--- src/sv/elx_pkg.sv ---
// Shared types and constants for the expression lexer.
// Used by every module of the lexer; depends on nothing.
`default_nettype none

package elx_pkg;

  // Pending run class
  typedef enum logic [1:0] {
    RUN_NONE  = 2'd0,
    RUN_NUM   = 2'd1,
    RUN_LOWER = 2'd2,
    RUN_UPPER = 2'd3
  } run_mode_t;

  // Token kinds as seen on the result port
  typedef enum logic [3:0] {
    TK_LPAREN   = 4'd0,
    TK_RPAREN   = 4'd1,
    TK_MUL      = 4'd2,
    TK_DIV      = 4'd3,
    TK_ADD      = 4'd4,
    TK_SUB      = 4'd5,
    TK_MOD      = 4'd6,
    TK_ASSIGN   = 4'd7,
    TK_NUMBER   = 4'd8,
    TK_PRINT    = 4'd9,
    TK_READ     = 4'd10,
    TK_VARIABLE = 4'd11,
    TK_FUNCTION = 4'd12,
    TK_ERROR    = 4'd13
  } token_kind_t;

  localparam int VALUE_W = 31;
  localparam int NAME_W  = 64;
  localparam int LEN_W   = 4;
  localparam int LINE_W  = 16;

  // Character codes
  localparam logic [7:0] CH_0      = 8'h30;
  localparam logic [7:0] CH_9      = 8'h39;
  localparam logic [7:0] CH_LA     = 8'h61;
  localparam logic [7:0] CH_LZ     = 8'h7A;
  localparam logic [7:0] CH_UA     = 8'h41;
  localparam logic [7:0] CH_UZ     = 8'h5A;
  localparam logic [7:0] CH_SPACE  = 8'h20;
  localparam logic [7:0] CH_NL     = 8'h0A;
  localparam logic [7:0] CH_LPAREN = 8'h28;
  localparam logic [7:0] CH_RPAREN = 8'h29;
  localparam logic [7:0] CH_STAR   = 8'h2A;
  localparam logic [7:0] CH_SLASH  = 8'h2F;
  localparam logic [7:0] CH_PLUS   = 8'h2B;
  localparam logic [7:0] CH_MINUS  = 8'h2D;
  localparam logic [7:0] CH_PCT    = 8'h25;
  localparam logic [7:0] CH_EQ     = 8'h3D;

  // Keywords packed first byte low
  localparam logic [NAME_W-1:0] KW_PRINT     = 64'h0000_0074_6E69_7270;
  localparam logic [NAME_W-1:0] KW_READ      = 64'h0000_0000_6461_6572;
  localparam logic [LEN_W-1:0]  KW_PRINT_LEN = 4'd5;
  localparam logic [LEN_W-1:0]  KW_READ_LEN  = 4'd4;

  localparam logic [VALUE_W-1:0] VALUE_MAX = '1;
  localparam logic [3:0]         RADIX     = 4'd10;

  // Token queue geometry
  localparam int Q_DEPTH = 4;
  localparam int Q_PTR_W = 2;
  localparam int Q_CNT_W = 3;

  typedef struct packed {
    token_kind_t         kind;
    logic [VALUE_W-1:0]  value;
    logic [NAME_W-1:0]   name;
    logic [LEN_W-1:0]    len;
    logic                trunc;
    logic                ovf;
    logic [LINE_W-1:0]   line;
    logic                last;
  } token_t;

  // Front to queue: up to two tokens per word
  typedef struct packed {
    logic   push0;
    logic   push1;
    token_t tok0;
    token_t tok1;
  } push_t;

  // Queue status back to front and back end
  typedef struct packed {
    logic room2;
    logic not_empty;
  } queue_stat_t;

endpackage

`default_nettype wire

--- src/sv/elx_front.sv ---
// Front end: classifies each byte, keeps the pending run and the line
// counter, and produces up to two tokens per word. Uses elx_pkg.
`default_nettype none

module elx_front #(
  parameter int MAX_NAME_CHARS = 8,
  parameter int LINE_BITS      = 16
) (
  input  logic                clk,
  input  logic                rst_n,
  input  logic                in_valid,
  output logic                in_stall,
  input  logic [7:0]          in_char_code,
  input  logic                in_end_of_source,
  input  elx_pkg::queue_stat_t q_stat,
  output elx_pkg::push_t      push
);

  localparam int NB = 8 * MAX_NAME_CHARS;
  localparam int LW = (LINE_BITS < elx_pkg::LINE_W) ? LINE_BITS : elx_pkg::LINE_W;

  // Run state
  elx_pkg::run_mode_t          mode_r, mode_nxt;
  logic [elx_pkg::VALUE_W-1:0] acc_r, acc_nxt;
  logic                        ovf_r, ovf_nxt;
  logic [NB-1:0]               buf_r, buf_nxt;
  logic [elx_pkg::LEN_W-1:0]   cnt_r, cnt_nxt;
  logic                        trunc_r, trunc_nxt;
  logic [LW-1:0]               line_r, line_nxt;

  // State after this byte, before the end-of-source flush
  elx_pkg::run_mode_t          mid_mode;
  logic [elx_pkg::VALUE_W-1:0] mid_acc;
  logic                        mid_ovf;
  logic [NB-1:0]               mid_buf;
  logic [elx_pkg::LEN_W-1:0]   mid_cnt;
  logic                        mid_trunc;

  logic                        accept;
  elx_pkg::run_mode_t          cls;
  logic                        cont;
  logic                        is_space;
  logic                        is_nl;
  logic [3:0]                  digit;
  logic [elx_pkg::VALUE_W-1:0] acc_base;
  logic [elx_pkg::VALUE_W+3:0] acc_sum;
  logic [elx_pkg::VALUE_W-1:0] acc_upd;
  logic                        ovf_upd;
  logic [NB-1:0]               buf_upd;
  logic [elx_pkg::LEN_W-1:0]   cnt_upd;
  logic                        trunc_upd;
  logic                        flush_a;
  logic                        sym_hit;
  logic                        eos_hit;
  elx_pkg::token_kind_t        sym_kind;
  elx_pkg::token_t             old_tok;
  elx_pkg::token_t             new_tok;
  elx_pkg::token_t             sym_tok;

  assign accept   = in_valid & q_stat.room2;
  assign in_stall = ~q_stat.room2;

  // Byte classification
  always_comb begin
    if (in_char_code >= elx_pkg::CH_0 && in_char_code <= elx_pkg::CH_9) begin
      cls = elx_pkg::RUN_NUM;
    end else if (in_char_code >= elx_pkg::CH_LA && in_char_code <= elx_pkg::CH_LZ) begin
      cls = elx_pkg::RUN_LOWER;
    end else if (in_char_code >= elx_pkg::CH_UA && in_char_code <= elx_pkg::CH_UZ) begin
      cls = elx_pkg::RUN_UPPER;
    end else begin
      cls = elx_pkg::RUN_NONE;
    end
  end

  assign cont     = (cls != elx_pkg::RUN_NONE) && (cls == mode_r);
  assign is_space = (in_char_code == elx_pkg::CH_SPACE);
  assign is_nl    = (in_char_code == elx_pkg::CH_NL);
  assign digit    = 4'(in_char_code - elx_pkg::CH_0);

  // Decimal accumulate: acc*10 + d as shift-add, saturating
  assign acc_base = cont ? acc_r : '0;
  assign acc_sum  = {1'b0, acc_base, 3'b000} + {3'b000, acc_base, 1'b0}
                  + {31'd0, digit};
  always_comb begin
    if (acc_sum > (elx_pkg::VALUE_W + 4)'(elx_pkg::VALUE_MAX)) begin
      acc_upd = elx_pkg::VALUE_MAX;
      ovf_upd = 1'b1;
    end else begin
      acc_upd = acc_sum[elx_pkg::VALUE_W-1:0];
      ovf_upd = cont & ovf_r;
    end
  end

  // Name append into the byte lane at the current count
  always_comb begin
    buf_upd   = cont ? buf_r : '0;
    cnt_upd   = cont ? cnt_r : '0;
    trunc_upd = cont & trunc_r;
    if (cnt_upd < elx_pkg::LEN_W'(MAX_NAME_CHARS)) begin
      for (int i = 0; i < MAX_NAME_CHARS; i++) begin
        if (cnt_upd == elx_pkg::LEN_W'(i)) begin
          buf_upd[8*i +: 8] = in_char_code;
        end
      end
      cnt_upd = cnt_upd + 1'b1;
    end else begin
      trunc_upd = 1'b1;
    end
  end

  // Run state after this byte
  always_comb begin
    mid_mode  = cls;
    mid_acc   = '0;
    mid_ovf   = 1'b0;
    mid_buf   = '0;
    mid_cnt   = '0;
    mid_trunc = 1'b0;
    if (cls == elx_pkg::RUN_NUM) begin
      mid_acc = acc_upd;
      mid_ovf = ovf_upd;
    end else if (cls != elx_pkg::RUN_NONE) begin
      mid_buf   = buf_upd;
      mid_cnt   = cnt_upd;
      mid_trunc = trunc_upd;
    end
  end

  // Next state
  always_comb begin
    mode_nxt  = mode_r;
    acc_nxt   = acc_r;
    ovf_nxt   = ovf_r;
    buf_nxt   = buf_r;
    cnt_nxt   = cnt_r;
    trunc_nxt = trunc_r;
    line_nxt  = line_r;
    if (accept) begin
      if (in_end_of_source) begin
        mode_nxt  = elx_pkg::RUN_NONE;
        acc_nxt   = '0;
        ovf_nxt   = 1'b0;
        buf_nxt   = '0;
        cnt_nxt   = '0;
        trunc_nxt = 1'b0;
      end else begin
        mode_nxt  = mid_mode;
        acc_nxt   = mid_acc;
        ovf_nxt   = mid_ovf;
        buf_nxt   = mid_buf;
        cnt_nxt   = mid_cnt;
        trunc_nxt = mid_trunc;
      end
      if (is_nl && line_r != {LW{1'b1}}) begin
        line_nxt = line_r + 1'b1;
      end
    end
  end

  always_ff @(posedge clk) begin
    if (!rst_n) begin
      mode_r  <= elx_pkg::RUN_NONE;
      acc_r   <= '0;
      ovf_r   <= 1'b0;
      buf_r   <= '0;
      cnt_r   <= '0;
      trunc_r <= 1'b0;
      line_r  <= LW'(1);
    end else begin
      mode_r  <= mode_nxt;
      acc_r   <= acc_nxt;
      ovf_r   <= ovf_nxt;
      buf_r   <= buf_nxt;
      cnt_r   <= cnt_nxt;
      trunc_r <= trunc_nxt;
      line_r  <= line_nxt;
    end
  end

  // Token for a run that is being closed
  function automatic elx_pkg::token_t run_token(
    input elx_pkg::run_mode_t          m,
    input logic [elx_pkg::VALUE_W-1:0] a,
    input logic                        o,
    input logic [NB-1:0]               b,
    input logic [elx_pkg::LEN_W-1:0]   n,
    input logic                        t,
    input logic [LW-1:0]               ln
  );
    elx_pkg::token_t tk;
    tk      = '0;
    tk.line = elx_pkg::LINE_W'(ln);
    unique case (m)
      elx_pkg::RUN_NUM: begin
        tk.kind  = elx_pkg::TK_NUMBER;
        tk.value = a;
        tk.ovf   = o;
      end
      elx_pkg::RUN_LOWER: begin
        if (!t && n == elx_pkg::KW_PRINT_LEN
            && elx_pkg::NAME_W'(b) == elx_pkg::KW_PRINT) begin
          tk.kind = elx_pkg::TK_PRINT;
        end else if (!t && n == elx_pkg::KW_READ_LEN
                     && elx_pkg::NAME_W'(b) == elx_pkg::KW_READ) begin
          tk.kind = elx_pkg::TK_READ;
        end else begin
          tk.kind  = elx_pkg::TK_VARIABLE;
          tk.name  = elx_pkg::NAME_W'(b);
          tk.len   = n;
          tk.trunc = t;
        end
      end
      elx_pkg::RUN_UPPER: begin
        tk.kind  = elx_pkg::TK_FUNCTION;
        tk.name  = elx_pkg::NAME_W'(b);
        tk.len   = n;
        tk.trunc = t;
      end
      default: tk.kind = elx_pkg::TK_ERROR;
    endcase
    return tk;
  endfunction

  // Single-character symbol decode
  always_comb begin
    unique case (in_char_code)
      elx_pkg::CH_LPAREN: sym_kind = elx_pkg::TK_LPAREN;
      elx_pkg::CH_RPAREN: sym_kind = elx_pkg::TK_RPAREN;
      elx_pkg::CH_STAR:   sym_kind = elx_pkg::TK_MUL;
      elx_pkg::CH_SLASH:  sym_kind = elx_pkg::TK_DIV;
      elx_pkg::CH_PLUS:   sym_kind = elx_pkg::TK_ADD;
      elx_pkg::CH_MINUS:  sym_kind = elx_pkg::TK_SUB;
      elx_pkg::CH_PCT:    sym_kind = elx_pkg::TK_MOD;
      elx_pkg::CH_EQ:     sym_kind = elx_pkg::TK_ASSIGN;
      default:            sym_kind = elx_pkg::TK_ERROR;
    endcase
  end

  assign flush_a = ~cont && (mode_r != elx_pkg::RUN_NONE);
  assign sym_hit = (cls == elx_pkg::RUN_NONE) && ~is_space && ~is_nl;
  assign eos_hit = in_end_of_source && (mid_mode != elx_pkg::RUN_NONE);

  // Token outputs: closed run first, then the byte's own token or the flush
  always_comb begin
    old_tok      = run_token(mode_r, acc_r, ovf_r, buf_r, cnt_r, trunc_r, line_r);
    new_tok      = run_token(mid_mode, mid_acc, mid_ovf, mid_buf, mid_cnt, mid_trunc,
                             line_r);
    sym_tok      = '0;
    sym_tok.kind = sym_kind;
    sym_tok.line = elx_pkg::LINE_W'(line_r);

    push.push0 = accept & (flush_a | sym_hit | eos_hit);
    push.push1 = accept & flush_a & (sym_hit | eos_hit);

    if (flush_a) begin
      push.tok0 = old_tok;
    end else if (sym_hit) begin
      push.tok0 = sym_tok;
    end else begin
      push.tok0 = new_tok;
    end
    push.tok0.last = ~(flush_a & (sym_hit | eos_hit));

    push.tok1      = sym_hit ? sym_tok : new_tok;
    push.tok1.last = 1'b1;
  end

endmodule

`default_nettype wire

--- src/sv/elx_queue.sv ---
// Token queue between front and back end: two writes, one read a cycle.
// Uses elx_pkg for the token and status types.
`default_nettype none

module elx_queue (
  input  logic                 clk,
  input  logic                 rst_n,
  input  elx_pkg::push_t       push,
  input  logic                 pop,
  output elx_pkg::token_t      head,
  output elx_pkg::queue_stat_t q_stat
);

  elx_pkg::token_t               mem_r [elx_pkg::Q_DEPTH];
  logic [elx_pkg::Q_PTR_W-1:0]   wr_ptr_r, wr_ptr_nxt;
  logic [elx_pkg::Q_PTR_W-1:0]   rd_ptr_r, rd_ptr_nxt;
  logic [elx_pkg::Q_CNT_W-1:0]   cnt_r, cnt_nxt;
  logic [elx_pkg::Q_PTR_W-1:0]   wr_ptr_p1;

  assign wr_ptr_p1 = wr_ptr_r + 1'b1;

  // Pointer and fill bookkeeping
  always_comb begin
    wr_ptr_nxt = wr_ptr_r + elx_pkg::Q_PTR_W'(push.push0)
               + elx_pkg::Q_PTR_W'(push.push1);
    rd_ptr_nxt = rd_ptr_r + elx_pkg::Q_PTR_W'(pop);
    cnt_nxt    = cnt_r + elx_pkg::Q_CNT_W'(push.push0)
               + elx_pkg::Q_CNT_W'(push.push1) - elx_pkg::Q_CNT_W'(pop);
  end

  always_ff @(posedge clk) begin
    if (!rst_n) begin
      wr_ptr_r <= '0;
      rd_ptr_r <= '0;
      cnt_r    <= '0;
    end else begin
      wr_ptr_r <= wr_ptr_nxt;
      rd_ptr_r <= rd_ptr_nxt;
      cnt_r    <= cnt_nxt;
    end
  end

  // Storage
  always_ff @(posedge clk) begin
    if (push.push0) begin
      mem_r[wr_ptr_r] <= push.tok0;
    end
    if (push.push1) begin
      mem_r[wr_ptr_p1] <= push.tok1;
    end
  end

  assign head             = mem_r[rd_ptr_r];
  assign q_stat.not_empty = (cnt_r != '0);
  assign q_stat.room2     = (cnt_r <= elx_pkg::Q_CNT_W'(elx_pkg::Q_DEPTH - 2));

endmodule

`default_nettype wire

--- src/sv/elx_back.sv ---
// Back end: output register that pops the token queue and drives the
// result port. Uses elx_pkg.
`default_nettype none

module elx_back (
  input  logic                 clk,
  input  logic                 rst_n,
  input  elx_pkg::token_t      head,
  input  elx_pkg::queue_stat_t q_stat,
  output logic                 pop,
  output logic                 out_valid,
  input  logic                 out_stall,
  output logic [3:0]           out_token_kind,
  output logic [30:0]          out_number_value,
  output logic [63:0]          out_name_chars,
  output logic [3:0]           out_name_length,
  output logic                 out_name_truncated,
  output logic                 out_number_overflow,
  output logic [15:0]          out_line_number,
  output logic                 out_last_of_run
);

  logic            valid_r, valid_nxt;
  elx_pkg::token_t tok_r;

  // Load when the register is empty or being taken
  assign pop       = q_stat.not_empty & (~valid_r | ~out_stall);
  assign valid_nxt = pop | (valid_r & out_stall);

  always_ff @(posedge clk) begin
    if (!rst_n) begin
      valid_r <= 1'b0;
    end else begin
      valid_r <= valid_nxt;
    end
  end

  always_ff @(posedge clk) begin
    if (pop) begin
      tok_r <= head;
    end
  end

  assign out_valid           = valid_r;
  assign out_token_kind      = tok_r.kind;
  assign out_number_value    = tok_r.value;
  assign out_name_chars      = tok_r.name;
  assign out_name_length     = tok_r.len;
  assign out_name_truncated  = tok_r.trunc;
  assign out_number_overflow = tok_r.ovf;
  assign out_line_number     = tok_r.line;
  assign out_last_of_run     = tok_r.last;

endmodule

`default_nettype wire

--- src/sv/expression_lexer_core.sv ---
// Expression lexer top level: front end, token queue, output register.
// A token passes through the token queue and then the output register.
// Throughput: one byte per cycle while each byte yields at most one token and
// out_stall is low; the single output register drains one token per cycle, so
// a byte that closes a run and emits its own token puts two tokens through it.
// Reset: no pending run, line counter at one, token queue and output empty.
`default_nettype none

module expression_lexer_core #(
  parameter int MAX_NAME_CHARS = 8,
  parameter int LINE_BITS      = 16
) (
  input  logic        clk,
  input  logic        rst_n,
  input  logic        in_valid,
  output logic        in_stall,
  input  logic [7:0]  in_char_code,
  input  logic        in_end_of_source,
  output logic        out_valid,
  input  logic        out_stall,
  output logic [3:0]  out_token_kind,
  output logic [30:0] out_number_value,
  output logic [63:0] out_name_chars,
  output logic [3:0]  out_name_length,
  output logic        out_name_truncated,
  output logic        out_number_overflow,
  output logic [15:0] out_line_number,
  output logic        out_last_of_run
);

  elx_pkg::push_t       push;
  elx_pkg::queue_stat_t q_stat;
  elx_pkg::token_t      head;
  logic                 pop;

  elx_front #(
    .MAX_NAME_CHARS (MAX_NAME_CHARS),
    .LINE_BITS      (LINE_BITS)
  ) u_front (
    .clk              (clk),
    .rst_n            (rst_n),
    .in_valid         (in_valid),
    .in_stall         (in_stall),
    .in_char_code     (in_char_code),
    .in_end_of_source (in_end_of_source),
    .q_stat           (q_stat),
    .push             (push)
  );

  elx_queue u_queue (
    .clk    (clk),
    .rst_n  (rst_n),
    .push   (push),
    .pop    (pop),
    .head   (head),
    .q_stat (q_stat)
  );

  elx_back u_back (
    .clk                 (clk),
    .rst_n               (rst_n),
    .head                (head),
    .q_stat              (q_stat),
    .pop                 (pop),
    .out_valid           (out_valid),
    .out_stall           (out_stall),
    .out_token_kind      (out_token_kind),
    .out_number_value    (out_number_value),
    .out_name_chars      (out_name_chars),
    .out_name_length     (out_name_length),
    .out_name_truncated  (out_name_truncated),
    .out_number_overflow (out_number_overflow),
    .out_line_number     (out_line_number),
    .out_last_of_run     (out_last_of_run)
  );

endmodule

`default_nettype wire

--- config.mk ---
export PLATFORM = sky130hd
export DESIGN_NAME = expression_lexer_core
export DESIGN_NICKNAME = d
export VERILOG_FILES = /design/src/sv/elx_pkg.sv /design/src/sv/elx_front.sv /design/src/sv/elx_queue.sv /design/src/sv/elx_back.sv /design/src/sv/expression_lexer_core.sv
export SDC_FILE = /design/constraint.sdc
export NUM_CORES = 1
export LEC_CHECK = 0
export BUFFER_PORTS_ARGS = -buffer_cell sky130_fd_sc_hd__buf_2
export CAP_MARGIN = 15
export CORE_MARGIN = 8
export CORE_UTILIZATION = 32
export CTS_BUF_LIST = sky130_fd_sc_hd__clkbuf_4
export DETAILED_ROUTE_END_ITERATION = 7
export GPL_ROUTABILITY_DRIVEN = 0
export GPL_TIMING_DRIVEN = 0
export SLEW_MARGIN = 20
export SYNTH_ARGS = -nofsm -noshare
export SYNTH_HDL_FRONTEND = slang
export SYNTH_SLANG_ARGS = --single-unit
--- constraint.sdc ---
create_clock -name clk -period 18.8 [get_ports clk]
set_input_delay 1.88 -clock clk [delete_from_list [all_inputs] [get_ports clk]]
set_output_delay 1.88 -clock clk [all_outputs]
set_load 0.005 [all_outputs]
==> results.yml, run 1 <==
run_status:
  status: "finished, final reports clean"
worst_setup_path:
  rr_worst_depth: 24
  critPathRequiredTime_ps: 19580
  path_class: "input pin to flip-flop"
  r2r_end: "u_queue.mem_r[0][50]"
  cp-end-kind: "flip-flop"
  crit_fanout: 10
  cp-start-kind: "input pin"
  slowest_delay_ps: 810
  cp_data_arrival_time_ps: 12240
  crit-reg2reg-launch: "u_front.mode_r[0]"
  timing.critical_path.mode_cell: "clkbuf_1"
  cp_slowest_cell: "a2111oi_4"
  ff2ff_setup_slack_ps: 9810
route:
  drt-total-wl_um: 109000
  wl_met2_um: 50600
  drc_errors: 0
  avgRoutedWirePerCell_um: 23.1
  via_per_inst: 5.49
  antenna_left: 0
  wl_met3_um: 10600
  top_layer: "met4"
  firstDrtPassIters: 8
  num_vias: 25800
  first_iter_violations: 2923
  wl_met1_um: 43700
clock_tree:
  path_clk_slew_ps: 60
  numCtsBuffers: 193
  cts.sinks: 737
  ctsHoldBuffers: 0
  ctsResizeCount: 0
  postCtsSetupBuffers: 0
  cts_root_buf: "clkbuf_4"
  cts_tree: "yes"
  insertion_delay_ps: 1100
  cts.path.max_buffers: 3
  h-tree-depth: 4
yosys:
  ys_seq_elements: 737
  syn_avg_cell_area_um2: 12.6
  synthDistinctLibCells: 74
  synth_top_area_share: 0.522
  synth_edf_count: 606
  synth_area_leaders: "edfxtp_1, mux4_2, dfxtp_1, o22ai_1, nor2_1"
  syn_nets: 2855
  synth-seq-area-share: 0.597
  synthFlopType: "edfxtp_1"
  synth_common_cells: "edfxtp_1, nor2_1, nand2_1, o22ai_1, clkbuf_1"
  synth_cells: 2762
  yosysWarnings: 0
  synth.most_common_cell: "edfxtp_1"
  synth_area_leader_cell: "edfxtp_1"
  synthesis.area_um2: 34800
  async_flop_share: 0
sta:
  tightest_slew_ps: 1130
  finalSetupTns_ps: 0
  post-route-period-util: 0.610
  grt_setup_unrepaired: "no"
  finalHoldViolations: 0
  drv_slew: 0
  max_freq_mhz: 87.2
  relSlewSlack: 0.243
  setup_violations: 0
  min_period_ps: 11470
  finClkSkew_ps: 77.0
global_routing:
  grt_first_pass_wirelength_um: 161000
  antenna_found_initial: 11
  grt_usage: 0.174
  first_global_vias: 25700
  grt_max_degree: 44
  overflow: 0
layout:
  nets: 3204
  layout-drive-gt1-share: 0.197
  syn_to_final_growth_pct: 16.2
  stdcell_count: 4706
  final_cell_area_um2: 40500
place:
  dpl_cell_area_um2: 37800
  placed_cells: 4330
  hpwl_um: 75600
  port_buffers: 135
pwr:
  p_int_w: 0.00329
  p_comb_frac: 0.227
  powerDensity_nw_per_um2: 117
  ir_drop_v: 0.0000499
  swShare: 0.303
  leakage_nw: 13.8
  p_switching_w: 0.00143
  pwr-share-clk: 0.312
  pwr-share-seq: 0.461
die:
  rows: 121
  die_w_um: 346
  start_util: 0.321
  ios: 137
  die-area_um2: 120000
  fp.coreArea_um2: 108000
  die_height_um: 346
hold_path:
  min_path_cells: 1
  hold_end: "u_queue.mem_r[3][0]"
  hold_start: "u_queue.mem_r[3][0]"
  hold_class: "flip-flop to flip-flop"
job:
  cap_viol_max_count: 0
-- critical path, delay by kind of cell --
family                     cells  cell delay [ps]
buffers and inverters         11             3930
AOI/OAI and AO/OA              8             2850
and+or+nand+nor               10             3000
adders and majority gates      2              520
-- layout make-up --
class	instances	area [um2]
Clock buffer	309	2320
Inverter	29	109
Antenna cell	12	30.0
Timing Repair Buffer	154	1170
Sequential cell	737	20800
Multi-Input combinational cell	1781	13100
Tap cell	1414	1770
Buffer	215	848
Fill cell	10600	67900
Clock inverter	55	318
-- per-layer routing --
layer / vias up / global-route usage
li1: 11600 / -
met1: 12600 / 0.221
met2: 1321 / 0.281
met3: 293 / 0.0498
met4: 0 / 0.0696
met5: - / 0
-- power by group through the flow --
stage | Sequential (W) | Combinational (W) | Clock, W
2_1_floorplan | 0.00225 | 0.000519 | 0
3_3_place_gp | 0.00231 | 0.00100 | 0
3_5_place_dp | 0.00222 | 0.00110 | 0
4_1_cts | 0.00218 | 0.00110 | 0.00152
5_1_grt | 0.00220 | 0.00115 | 0.00160
6_report | 0.00218 | 0.00107 | 0.00148
-- cells in the final DEF, fill, tap and decap left out, types with 101 or more instances in the layout --
| cell type | instances |
|---|---|
| nand2_1 | 197 |
| and2_1 | 132 |
| a22o_1 | 101 |
| o21ai_0 | 111 |
| buf_2 | 146 |
| clkbuf_4 | 313 |
| nor2_1 | 255 |
| mux4_2 | 122 |
| clkbuf_1 | 169 |
| o22ai_1 | 185 |
| edfxtp_1 | 606 |
| dfxtp_1 | 131 |
-- sequential cells by signal (all words and copies together) (netlist names), 3 cells and up --
| register | count |
|---|---|
| u_queue.mem_r | 488 |
| u_front.acc_r | 31 |
| u_back.out_number_value | 31 |
| u_back.out_line_number | 16 |
| u_queue.cnt_r | 3 |
| u_front.buf_r | 64 |
| u_back.out_name_length | 4 |
| u_back.out_token_kind | 4 |
| u_front.cnt_r | 4 |
| u_front.line_r | 16 |
| u_back.out_name_chars | 64 |
-- cell families after synthesis --
logic type	Yosys count	share of synthesized area
simple gates	827	0.116
fa+ha+maj	80	0.0296
flops	737	0.597
xor+xnor	41	0.0103
mux	131	0.0815
buf+inv	244	0.0268
compound gates	702	0.138
-- stage by stage --
step / utilization / power, W / hold slack, ps / setup slack [ps]
2_1_floorplan: - / 0.00277 / 436 / 9140
3_3_place_gp: 0.344 / 0.00332 / 441 / 4690
3_5_place_dp: 0.349 / 0.00331 / 449 / 6850
4_1_cts: 0.373 / 0.00480 / 463 / 8020
5_1_grt: 0.373 / 0.00495 / 493 / 7290
6_report: 0.374 / 0.00472 / 461 / 7340
-- worst max-delay path by stage --
stage                         start                    to
CTS                 in_char_code[6]  u_queue.mem_r[0][50]
global placement          out_stall      u_queue.cnt_r[2]
detailed placement  in_char_code[6]  u_queue.mem_r[0][35]
global route        in_char_code[6]  u_queue.mem_r[0][35]
floorplan                 out_stall      u_queue.cnt_r[2]
finish              in_char_code[6]  u_queue.mem_r[0][50]
Note: power is estimated with default switching activity, not from simulation.
==> run 2, diff against run 1 <==
- ABC_AREA: not set -> 1
- clock period: 18.8 -> 9.83 ns (I/O delays scaled with it)
==> run 2 against run 1 <==
The run now ends with DRC left. Register-to-register slack got worse by 6600 ps. Non-clock buffer count increased by 72. Synthesized cell count grew 61%. Flip-flop and latch count stayed put. Sequential share of layout area down 4.0 points. Design area is 8.5% higher. Clock power rose by 87%. Core utilization down 0.21 points. Largest cell class unchanged. Global-route usage up 2.7 points. Largest power group unchanged. Clock-buffer cell count is 14 lower.
==> results.yml, run 2 <==
global_routing:
  grt_first_pass_wirelength_um: 204000
  antenna_found_initial: 13
  grt_max_degree: 45
  overflow: 0
  grt_usage: 0.202
  first_global_vias: 33800
die:
  die-area_um2: 131000
  fp.coreArea_um2: 118000
  ios: 137
  die_height_um: 362
  start_util: 0.323
  die_w_um: 362
  rows: 126
sta:
  relSlewSlack: 0.284
  setup_violations: 0
  max_freq_mhz: 135
  finClkSkew_ps: 96.4
  drv_slew: 0
  grt_setup_unrepaired: "no"
  min_period_ps: 7390
  finalHoldViolations: 0
  tightest_slew_ps: 1070
  post-route-period-util: 0.752
pwr:
  powerDensity_nw_per_um2: 216
  power_w: 0.00950
  ir_drop_v: 0.000144
  leakage_nw: 16.9
worst_setup_path:
  cp-start-kind: "input pin"
  rr_worst_depth: 29
  timing.critical_path.mode_cell: "nand2_1"
  cp_slowest_cell: "o21ai_0"
  critPathRequiredTime_ps: 10800
  r2r_end: "u_queue.mem_r[1][17]"
  cp-end-kind: "flip-flop"
  crit_fanout: 10
  cp_data_arrival_time_ps: 8360
  crit-reg2reg-launch: "u_front.mode_r[1]"
  ff2ff_setup_slack_ps: 3220
  path_class: "input pin to flip-flop"
  slowest_delay_ps: 680
route:
  via_per_inst: 5.35
  drt-total-wl_um: 137000
  drc_errors: 4
  first_iter_violations: 3854
  num_vias: 34800
  avgRoutedWirePerCell_um: 21.0
  firstDrtPassIters: 8
  antenna_left: 0
layout:
  final_cell_area_um2: 43900
  layout-drive-gt1-share: 0.119
  stdcell_count: 6514
  regMostFlops: "u_queue.mem_r"
  largest_reg_flops: 488
  final_common_cell: "nand2_1"
  layout_common_cells: "nand2_1, nor2_1, edfxtp_1, nand3_1, o21ai_0"
  syn_to_final_growth_pct: 14.9
  nets: 4900
place:
  placed_cells: 6145
  hpwl_um: 96300
  port_buffers: 134
  dpl_cell_area_um2: 41300
run_status:
  status: "finished, violations left"
  violations: "DRC"
job:
  cap_viol_max_count: 0
clock_tree:
  cts.sinks: 737
  cts_tree: "yes"
  ctsResizeCount: 0
  cts_root_buf: "clkbuf_4"
  ctsHoldBuffers: 0
  numCtsBuffers: 196
  path_clk_slew_ps: 70
  insertion_delay_ps: 1140
  postCtsSetupBuffers: 0
  cts.path.max_buffers: 3
  h-tree-depth: 4
yosys:
  synth_area_leader_cell: "edfxtp_1"
  async_flop_share: 0
  synth.most_common_cell: "nand2_1"
  synthDistinctLibCells: 50
  syn_nets: 4550
  synth_top_area_share: 0.476
  synth_common_cells: "nand2_1, nor2_1, edfxtp_1, nand3_1, o21ai_0"
  ys_seq_elements: 737
  syn_avg_cell_area_um2: 8.57
  synth-seq-area-share: 0.545
  synth_cells: 4457
  synth_area_leaders: "edfxtp_1, nand2_1, dfxtp_1, nor2_1, nand3_1"
  synthesis.area_um2: 38200
  synth_edf_count: 606
  yosysWarnings: 0
  synthFlopType: "edfxtp_1"
hold_path:
  hold_start: "rst_n"
  min_path_cells: 3
  hold_end: "u_front.line_r[4]"
  hold_class: "input pin to flip-flop"
## run 2: cells by family (layout without fill, tap and decap cells)
| group | after synthesis | count (layout) | share of synthesized area |
|---|---|---|---|
| adder cells (fa/ha/maj) | 80 | 80 | 0.0270 |
| AO/OA/AOI/OAI | 780 | 780 | 0.113 |
| flip-flops | 737 | 737 | 0.545 |
| AND/OR/NAND/NOR | 2251 | 2251 | 0.247 |
| other | 0 | 4 | 0 |
| buffers and inverters | 574 | 1091 | 0.0596 |
| XOR/XNOR | 35 | 35 | 0.00802 |
## run 2: area by class of cell
cell class | instances | area (um2)
flip-flops and latches | 737 | 20800
fillers | 12200 | 74300
well taps | 1536 | 1920
diodes | 4 | 10.0
inverters | 285 | 1070
plain buffers | 289 | 1210
clock buffers | 295 | 2210
repair buffers | 152 | 1160
clock inverters | 70 | 347
multi-input cells | 3146 | 15200
## run 2: layer usage
metal	GRT usage	part of all wire	vias to the layer above
met4	0.105	0.049	10
met1	0.261	0.41	16400
li1	-	-	16100
met5	0	0.00044	-
met3	0.0518	0.10	391
met2	0.311	0.44	1901
## run 2: critical path: cells and delay by family
kind            cells  cell delay, ps
buf+inv            10            2010
simple gates       18            2360
xor+xnor            2             330
compound gates      5            1740
fa+ha+maj           3             920
## run 2: per-stage QoR
stage                     TNS, ps  setup WS [ps]  hold WS [ps]  utilization
after floorplan                 0            628           433            -
after global placement    -582540          -3820           443        0.345
after detailed placement        0           1550           455        0.350
after CTS                       0           2720           186        0.371
after global routing            0           1960           303        0.371
final                           0           2440           290        0.371
## run 2: worst max path at each step
stage,start,endpoint,slack [ps],depth (start not counted)
after floorplan,out_stall,u_queue.cnt_r[2],630,9
after global placement,out_stall,u_queue.cnt_r[2],-3820,10
after detailed placement,in_char_code[7],u_queue.mem_r[1][17],1550,38
after CTS,in_char_code[7],u_queue.mem_r[1][17],2720,38
after global routing,in_char_code[7],u_queue.mem_r[1][17],1960,38
final,in_char_code[7],u_queue.mem_r[1][17],2440,38
## run 2: power breakdown
part / switching, W / internal, W
clock network: 0.00136 / 0.00141
registers: 0.000132 / 0.00403
logic: 0.00186 / 0.000712
total: 0.00335 / 0.00615
